===== src/hw/rtl/csvf_pkg.sv =====
// csvf_pkg: shared types, byte codes, frame state, status and error codes
// for the csv record framer; no dependencies
`default_nettype none

package csvf_pkg;

   // record size counter width and config reset value
   localparam int unsigned LENGTH_BITS_DEF = 16;
   localparam logic [15:0] MAX_RECORD_RESET = 16'd4096;

   // special bytes
   localparam logic [7:0] CH_QUOTE   = 8'h22;
   localparam logic [7:0] CH_COMMA   = 8'h2C;
   localparam logic [7:0] CH_NEWLINE = 8'h0A;

   // frame state codes
   localparam logic [1:0] FS_START    = 2'd0;
   localparam logic [1:0] FS_UNQUOTED = 2'd1;
   localparam logic [1:0] FS_QUOTED   = 2'd2;
   localparam logic [1:0] FS_CLOSED   = 2'd3;

   // result status codes
   localparam logic [1:0] ST_INSIDE = 2'd0;
   localparam logic [1:0] ST_RECORD = 2'd1;
   localparam logic [1:0] ST_END    = 2'd2;
   localparam logic [1:0] ST_ERROR  = 2'd3;

   // error codes
   localparam logic [1:0] ERR_NONE      = 2'd0;
   localparam logic [1:0] ERR_TRUNCATED = 2'd1;
   localparam logic [1:0] ERR_TOO_LARGE = 2'd2;
   localparam logic [1:0] ERR_INVALID   = 2'd3;

   // one input word
   typedef struct packed {
      logic       end_of_input;
      logic [7:0] byte_value;
   } item_type;

   // one result word
   typedef struct packed {
      logic [31:0] record_number;
      logic [15:0] record_length;
      logic [1:0]  error_code;
      logic [1:0]  status;
      logic [7:0]  byte_out;
   } result_type;

endpackage

`default_nettype wire


===== src/hw/rtl/csv_record_framer.sv =====
// csv_record_framer: top level, frames csv records from a byte stream
// depends on csvf_pkg, csvf_in_reg, csvf_core, csvf_out_reg
//
//   channel  dir  handshake          payload
//   req      in   req_tvalid/tready  tdata: byte_value; tuser: end_of_input
//   rsp      out  rsp_tvalid/tready  tdata: byte_out, record_length, record_number
//                                    tuser: status, error_code
//   csr      in   csr_we             csr_wdata: max_record_bytes
//
// one word in, one word out; a word passes the input then the result register
// one word per clock while rsp_tready is high, set by the single csvf_core step
// req_tready stays high while the result register is free or being drained
// synchronous reset clears framing state and loads the limit with 4096
// csr writes are meant for idle periods; the new limit applies to the next byte
`default_nettype none

module csv_record_framer #(
   parameter int unsigned LENGTH_BITS = csvf_pkg::LENGTH_BITS_DEF
) (
   input  wire logic        clock,
   input  wire logic        reset,
   // input stream
   input  wire logic        req_tvalid,
   output logic             req_tready,
   input  wire logic [7:0]  req_tdata,   // [7:0] byte_value
   input  wire logic        req_tuser,   // [0] end_of_input
   // result stream
   output logic             rsp_tvalid,
   input  wire logic        rsp_tready,
   output logic [55:0]      rsp_tdata,   // [7:0] byte_out, [23:8] record_length,
                                         // [55:24] record_number
   output logic [3:0]       rsp_tuser,   // [1:0] status, [3:2] error_code
   // limit register
   input  wire logic        csr_we,
   input  wire logic [15:0] csr_wdata    // max_record_bytes
);

   csvf_pkg::item_type   req_item;
   csvf_pkg::item_type   stage_item;
   csvf_pkg::result_type step_result;
   csvf_pkg::result_type rsp_result;
   logic                 stage_valid;
   logic                 out_ready;
   logic                 step_en;

   assign req_item.byte_value   = req_tdata;
   assign req_item.end_of_input = req_tuser;

   // a held word steps when the result register can take it
   assign step_en = stage_valid && out_ready;

   csvf_in_reg u_in_reg (
      .clock     (clock),
      .reset     (reset),
      .in_valid  (req_tvalid),
      .in_ready  (req_tready),
      .in_item   (req_item),
      .advance   (step_en),
      .out_valid (stage_valid),
      .out_item  (stage_item)
   );

   csvf_core #(
      .LENGTH_BITS (LENGTH_BITS)
   ) u_core (
      .clock     (clock),
      .reset     (reset),
      .csr_we    (csr_we),
      .csr_wdata (csr_wdata),
      .step_en   (step_en),
      .item      (stage_item),
      .result    (step_result)
   );

   csvf_out_reg u_out_reg (
      .clock      (clock),
      .reset      (reset),
      .in_valid   (stage_valid),
      .in_ready   (out_ready),
      .in_result  (step_result),
      .out_valid  (rsp_tvalid),
      .out_ready  (rsp_tready),
      .out_result (rsp_result)
   );

   // pack the result word, byte_out lowest and record_number highest
   assign rsp_tdata = {rsp_result.record_number, rsp_result.record_length,
                       rsp_result.byte_out};
   assign rsp_tuser = {rsp_result.error_code, rsp_result.status};

endmodule

`default_nettype wire


===== src/hw/rtl/csvf_in_reg.sv =====
// csvf_in_reg: input register stage holding one accepted word
// depends on csvf_pkg (item_type)
`default_nettype none

module csvf_in_reg (
   input  wire logic               clock,
   input  wire logic               reset,
   input  wire logic               in_valid,
   output logic                    in_ready,
   input  wire csvf_pkg::item_type in_item,
   input  wire logic               advance,
   output logic                    out_valid,
   output csvf_pkg::item_type      out_item
);

   logic               valid_ff;
   logic               valid_in;
   csvf_pkg::item_type item_ff;

   // take a new word when empty or when the held one moves on
   assign in_ready  = !valid_ff || advance;
   assign valid_in  = in_valid || (valid_ff && !advance);
   assign out_valid = valid_ff;
   assign out_item  = item_ff;

   always_ff @(posedge clock) begin
      if (reset) begin
         valid_ff <= 1'b0;
      end else begin
         valid_ff <= in_ready ? in_valid : valid_in;
      end
   end

   always_ff @(posedge clock) begin
      if (in_valid && in_ready) begin
         item_ff <= in_item;
      end
   end

endmodule

`default_nettype wire


===== src/hw/rtl/csvf_core.sv =====
// csvf_core: framing state registers, limit register and the per-byte step logic
// depends on csvf_pkg (codes, item_type, result_type)
`default_nettype none

module csvf_core #(
   parameter int unsigned LENGTH_BITS = csvf_pkg::LENGTH_BITS_DEF
) (
   input  wire logic               clock,
   input  wire logic               reset,
   input  wire logic               csr_we,
   input  wire logic [15:0]        csr_wdata,
   input  wire logic               step_en,
   input  wire csvf_pkg::item_type item,
   output csvf_pkg::result_type    result
);

   localparam int unsigned CMP_BITS = (LENGTH_BITS > 16) ? LENGTH_BITS : 16;

   logic [15:0]            max_ff;
   logic [1:0]             frame_ff, frame_in;
   logic [LENGTH_BITS-1:0] size_ff, size_in;
   logic [31:0]            done_ff, done_in;
   logic [1:0]             err_ff, err_in;
   logic                   ended_ff, ended_in;

   logic [LENGTH_BITS-1:0] size_inc;
   logic [31:0]            number;
   logic                   over_limit;
   logic                   bad;
   logic                   ends;
   logic [1:0]             frame_next;

   assign size_inc   = size_ff + LENGTH_BITS'(1);
   assign number     = (&done_ff) ? done_ff : done_ff + 32'd1;
   assign over_limit = (CMP_BITS'(size_ff) >= CMP_BITS'(max_ff)) || (&size_ff);

   // byte decode for the current frame state
   always_comb begin
      bad        = 1'b0;
      ends       = 1'b0;
      frame_next = frame_ff;
      unique case (frame_ff)
         csvf_pkg::FS_START: begin
            if (item.byte_value == csvf_pkg::CH_QUOTE) frame_next = csvf_pkg::FS_QUOTED;
            else if (item.byte_value == csvf_pkg::CH_COMMA) frame_next = csvf_pkg::FS_START;
            else if (item.byte_value == csvf_pkg::CH_NEWLINE) ends = 1'b1;
            else frame_next = csvf_pkg::FS_UNQUOTED;
         end
         csvf_pkg::FS_UNQUOTED: begin
            if (item.byte_value == csvf_pkg::CH_QUOTE) bad = 1'b1;
            else if (item.byte_value == csvf_pkg::CH_COMMA) frame_next = csvf_pkg::FS_START;
            else if (item.byte_value == csvf_pkg::CH_NEWLINE) ends = 1'b1;
         end
         csvf_pkg::FS_QUOTED: begin
            if (item.byte_value == csvf_pkg::CH_QUOTE) frame_next = csvf_pkg::FS_CLOSED;
         end
         default: begin
            if (item.byte_value == csvf_pkg::CH_QUOTE) frame_next = csvf_pkg::FS_QUOTED;
            else if (item.byte_value == csvf_pkg::CH_COMMA) frame_next = csvf_pkg::FS_START;
            else if (item.byte_value == csvf_pkg::CH_NEWLINE) ends = 1'b1;
            else bad = 1'b1;
         end
      endcase
   end

   // result and next state
   always_comb begin
      frame_in = frame_ff;
      size_in  = size_ff;
      done_in  = done_ff;
      err_in   = err_ff;
      ended_in = ended_ff;

      result.byte_out      = 8'd0;
      result.status        = csvf_pkg::ST_ERROR;
      result.error_code    = err_ff;
      result.record_length = 16'(size_ff);
      result.record_number = number;

      priority if (err_ff != csvf_pkg::ERR_NONE) begin
         // sticky error: repeat stored code
      end else if (ended_ff) begin
         result.status        = csvf_pkg::ST_END;
         result.record_length = 16'd0;
      end else if (item.end_of_input) begin
         if (size_ff == '0) begin
            ended_in             = 1'b1;
            result.status        = csvf_pkg::ST_END;
            result.record_length = 16'd0;
         end else begin
            err_in            = csvf_pkg::ERR_TRUNCATED;
            result.error_code = csvf_pkg::ERR_TRUNCATED;
         end
      end else if (over_limit) begin
         err_in            = csvf_pkg::ERR_TOO_LARGE;
         result.error_code = csvf_pkg::ERR_TOO_LARGE;
      end else begin
         size_in              = size_inc;
         result.record_length = 16'(size_inc);
         priority if (bad) begin
            err_in            = csvf_pkg::ERR_INVALID;
            result.error_code = csvf_pkg::ERR_INVALID;
         end else if (ends) begin
            result.byte_out   = item.byte_value;
            result.status     = csvf_pkg::ST_RECORD;
            result.error_code = csvf_pkg::ERR_NONE;
            done_in           = number;
            size_in           = '0;
            frame_in          = csvf_pkg::FS_START;
         end else begin
            result.byte_out   = item.byte_value;
            result.status     = csvf_pkg::ST_INSIDE;
            result.error_code = csvf_pkg::ERR_NONE;
            frame_in          = frame_next;
         end
      end
   end

   always_ff @(posedge clock) begin
      if (reset) begin
         max_ff <= csvf_pkg::MAX_RECORD_RESET;
      end else if (csr_we) begin
         max_ff <= csr_wdata;
      end
   end

   always_ff @(posedge clock) begin
      if (reset) begin
         frame_ff <= csvf_pkg::FS_START;
         size_ff  <= '0;
         done_ff  <= 32'd0;
         err_ff   <= csvf_pkg::ERR_NONE;
         ended_ff <= 1'b0;
      end else if (step_en) begin
         frame_ff <= frame_in;
         size_ff  <= size_in;
         done_ff  <= done_in;
         err_ff   <= err_in;
         ended_ff <= ended_in;
      end
   end

`ifndef SYNTHESIS
   // once latched, an error code never changes until reset
   a_err_sticky: assert property (@(posedge clock) disable iff (reset)
      (err_ff != csvf_pkg::ERR_NONE) |=> (err_ff == $past(err_ff)))
      else $error("sticky error changed");

   // clean end and error never coexist
   a_end_err_excl: assert property (@(posedge clock) disable iff (reset)
      !(ended_ff && (err_ff != csvf_pkg::ERR_NONE)))
      else $error("clean end and error both set");

   // an error word leaves the error latched
   a_err_latched: assert property (@(posedge clock) disable iff (reset)
      (step_en && (result.status == csvf_pkg::ST_ERROR))
      |=> (err_ff != csvf_pkg::ERR_NONE))
      else $error("error word without latched error");

   // a record end restarts the size count
   a_record_restart: assert property (@(posedge clock) disable iff (reset)
      (step_en && (result.status == csvf_pkg::ST_RECORD))
      |=> ((size_ff == '0) && (frame_ff == csvf_pkg::FS_START)))
      else $error("record end did not restart framing");
`endif

endmodule

`default_nettype wire


===== src/hw/rtl/csvf_out_reg.sv =====
// csvf_out_reg: result register in front of the rsp channel
// depends on csvf_pkg (result_type)
`default_nettype none

module csvf_out_reg (
   input  wire logic                 clock,
   input  wire logic                 reset,
   input  wire logic                 in_valid,
   output logic                      in_ready,
   input  wire csvf_pkg::result_type in_result,
   output logic                      out_valid,
   input  wire logic                 out_ready,
   output csvf_pkg::result_type      out_result
);

   logic                 valid_ff;
   csvf_pkg::result_type result_ff;

   assign in_ready   = !valid_ff || out_ready;
   assign out_valid  = valid_ff;
   assign out_result = result_ff;

   always_ff @(posedge clock) begin
      if (reset) begin
         valid_ff <= 1'b0;
      end else if (in_ready) begin
         valid_ff <= in_valid;
      end
   end

   always_ff @(posedge clock) begin
      if (in_valid && in_ready) begin
         result_ff <= in_result;
      end
   end

endmodule

`default_nettype wire


===== config.mk =====
export PLATFORM = sky130hd
export DESIGN_NAME = csv_record_framer
export DESIGN_NICKNAME = d
export VERILOG_FILES = /design/src/hw/rtl/csvf_pkg.sv /design/src/hw/rtl/csv_record_framer.sv /design/src/hw/rtl/csvf_in_reg.sv /design/src/hw/rtl/csvf_core.sv /design/src/hw/rtl/csvf_out_reg.sv
export SDC_FILE = /design/constraint.sdc
export NUM_CORES = 1
export LEC_CHECK = 0
export BUFFER_PORTS_ARGS = -buffer_cell sky130_fd_sc_hd__buf_2
export CAP_MARGIN = 20
export CORE_ASPECT_RATIO = 1.25
export CORE_MARGIN = 8
export CORE_UTILIZATION = 45
export DETAILED_ROUTE_END_ITERATION = 7
export PLACE_DENSITY_LB_ADDON = 0.25
export SLEW_MARGIN = 20
export SYNTH_ARGS = -nofsm -noshare
export SYNTH_HDL_FRONTEND = slang
export SYNTH_HIERARCHICAL = 1
export SYNTH_SLANG_ARGS = --single-unit

===== constraint.sdc =====
create_clock -name clock -period 4.86 [get_ports clock]
set_input_delay 0.243 -clock clock [delete_from_list [all_inputs] [get_ports clock]]
set_output_delay 0.243 -clock clock [all_outputs]
set_load 0.02 [all_outputs]

==> impl_metrics.yaml <==
sta:
  final.setup.tns_ns: 0
  rsz0062_at_grt: "no"
  post-route-min-period_ns: 3.50
  max_slew_margin_pct: 27.5
  fin_crit_sh_pct: 72.0
  slew_viol_final: 0
  fmax_ghz: 0.286
  layout_setup_ws_ns: 1.36
  finalHoldViolCount: 0
  fin_worst_skew_ns: 0.00629
  worstMarginPinSlew_ns: 1.08
  setup_viol: 0
die:
  die-width_um: 128
  die_y_um: 156
  die_area_um2: 19900
  start_util_pct: 45.6
  core-area_um2: 15400
  io_pins: 92
  row_count: 51
power_and_ir_drop:
  peakVddDrop_mv: 0.181
  power_density_nw_per_um2: 334
  leakagePower_uw: 0.00296
cts:
  numCtsBuffers: 17
  htreeDepth: 4
  cts_sinks: 140
  clock-root-buffer: "clkbuf_16"
  clk_path_buf_depth: 2
  tritoncts: "built"
  clkSlewWorstSetupHoldPaths_ns: 0.06
  clk_latency_ns: 0.42
critical_path:
  critPathBufInv: 0
  slowest_delay_ns: 0.67
  cp_top_family: "compound AO/OA/AOI/OAI gates"
  critPathCaptureType: "flip-flop"
  r2r_slack_ns: 1.36
  critPathMaxFanout: 16
  criticalPathCategory: "reg -> reg"
  crit_required_ns: 5.17
  arrival_ns: 3.81
  worst_setup_path_start_kind: "flip-flop"
  path_cells: "ha_1 > a211oi_1 > o221ai_1 > a31oi_1 > and3_1 > nand3_1 > o41ai_1"
  critical-path-slowest-cell: "and3_1"
grt:
  grt-ovfl-total: 0
  grt_pass1_wl_um: 27800
  grt_use_met3_pct: 4.31
  gr-max-usage-layer: "met2"
  use_met2_pct: 30.0
  grt_pass1_vias: 5604
  grt.total_usage_pct: 17.5
  antenna_found_initial: 0
  met1_usage_pct: 19.8
  grt_max_degree: 73
route:
  ant_nets: 0
  routed_wl_um: 17400
  viasPerCell: 5.69
  drcViolationCount: 0
  drt_pass1_iterations: 5
  vias: 5739
  routedWlPerCell_um: 17.2
  drtIter0Drc: 626
yosys:
  syn-cell-area_um2: 7040
  async_flop_share_pct: 0
  ys_types: 74
  syn_inst: 700
  ys.flop_type: "dfxtp_1"
  yosysWarnings: 6
  syn-num-nets: 749
  synth_edf_count: 69
  synth-seq-area-share_pct: 49.7
  synth.avg_cell_area_um2: 10.1
  ys_ff_latch: 140
status:
  status: "completed"
cells_and_area:
  drive_above_1_share_pct: 19.4
  register_area_um2: 3490
  num_antenna_cells: 0
  multiInputGateArea_um2: 3220
  n_fill_cell: 1405
  syn_to_final_growth_pct: 17.0
  final_nets: 833
place:
  portBuffers: 91
  dp_slack_ns: 1.45
  place.gp.congestion: 0.911
  dp_hpwl_um: 12200
job:
  cap_violations: 0
hold_path:
  worstHoldPathType: "in -> reg"
==> area by class of cell <==
class	count	area share [%]
clock buffers	17	5.17
clock inverters	15	1.52
inverters	37	1.69
multi-input cells	485	39.1
flip-flops and latches	140	42.4
well taps	212	3.22
repair buffers	103	6.90
==> sequential cells by signal (all words and copies together) (netlist names), 2 cells and up <==
signal and count:
u_out_reg/out_result 60, u_core/done_ff 32, u_core/max_ff 16, u_core/size_ff 16
u_in_reg/out_item 9, u_core/err_ff 2, u_core/frame_ff 2
==> cells in the final DEF, fill, tap and decap left out, types with 4 or more instances in the layout <==
cell,Yosys,layout
o21ai_0,32,32
nor2_1,52,52
and3_1,8,8
nor4_1,12,12
mux2_2,4,4
or4_1,18,18
clkbuf_16,0,17
a31oi_1,4,4
a211oi_1,5,5
ha_1,19,19
xor2_1,10,10
a21oi_1,44,44
mux2i_1,16,16
nand3_1,24,24
o41ai_1,7,7
o31ai_1,12,12
dfxtp_1,71,71
edfxtp_1,69,69
or2_2,5,5
and2_1,9,9
xnor2_1,19,19
a31o_2,4,4
nand2_1,45,45
clkinv_2,0,5
nor3_1,11,11
inv_1,37,37
buf_2,10,91
o32ai_1,5,5
dlygate4sd3_1,0,9
nand4_1,23,23
o211ai_1,18,18
or3_1,22,22
clkinv_4,0,4
==> repair_timing <==
item,CTS,global route
endpoints found under the hold margin,8,1
hold buffers,8,1
setup buffers,0,0
resized for setup,0,0
==> kinds of logic (layout without fill, tap and decap cells) <==
group	Yosys count	count (layout)	synth area share, %
and+or+nand+nor	258	258	20.7
AOI/OAI and AO/OA	159	159	15.1
DFF	140	140	49.7
buffers and inverters	75	172	4.61
xor gates and xnor gates	29	29	3.61
muxes	20	20	2.92
adders and majority gates	19	19	3.38
==> through the flow <==
stage / instances / area (µm²) / hold WS (ns) / total power (µW) / util, %
2_1_floorplan: 700 / 7040 / 0.305 / 1490 / -
3_3_place_gp: 968 / 7590 / 0.423 / 1570 / 49.2
3_5_place_dp: 968 / 7590 / 0.423 / 1580 / 49.2
4_1_cts: 1008 / 8220 / 0.00199 / 2780 / 53.3
5_1_grt: 1009 / 8230 / 0.0446 / 2850 / 53.3
6_report: 1009 / 8230 / 0.0443 / 2750 / 53.3
==> synthesized netlist by cell type (all sizes together), types with 13 or more instances <==
cell type	instances	share of area, %
o211ai	18	1.9
clkbuf	23	1.2
a21oi	46	3.4
ha	19	3.4
or3	22	2.0
nor2	53	2.9
nand2	46	2.6
nor4	13	1.4
buf	13	1.1
inv	37	2.0
nand4	25	2.5
o21ai	34	2.5
edfxtp	69	29
nand3	24	1.7
or4	19	2.1
mux2i	16	2.3
xnor2	19	2.4
dfxtp	71	20
==> where the power goes <==
| group | total (µW) | internal, µW | switching (µW) |
|---|---|---|---|
| combinational | 244 | 74.8 | 169 |
| clock | 1200 | 699 | 499 |
| sequential | 1310 | 1290 | 21.9 |
| total | 2750 | 2060 | 690 |
==> metal layers <==
metal | routed length (µm) | part of all wire, % | vias to the layer above
met3 | 773 | 4.4 | 42
met5 | 0 | 0 | -
li1 | - | - | 2802
met1 | 7220 | 42 | 2717
met2 | 8790 | 51 | 178
met4 | 590 | 3.4 | 0
==> worst register-to-register path: cells and delay by family, from the launching register on <==
kind / cells / cell delay [ns]
AOI/OAI and AO/OA: 4 / 1.40
and+or+nand+nor: 2 / 1.24
DFF: 1 / 0.45
adders and majority gates: 1 / 0.31
==> final timing paths <==
| kind | start | to | depth (start not counted) |
|---|---|---|---|
| worst max-delay path | u_core/size_ff[15] | u_core/size_ff[11] | 7 |
| worst min-delay path | csr_wdata[12] | u_core/max_ff[12] | 3 |
| worst max register to register | u_core/size_ff[15] | u_core/size_ff[11] | 7 |
| worst min register to register | u_core/max_ff[13] | u_core/max_ff[13] | 2 |
Note: power is estimated with default switching activity, not from simulation.
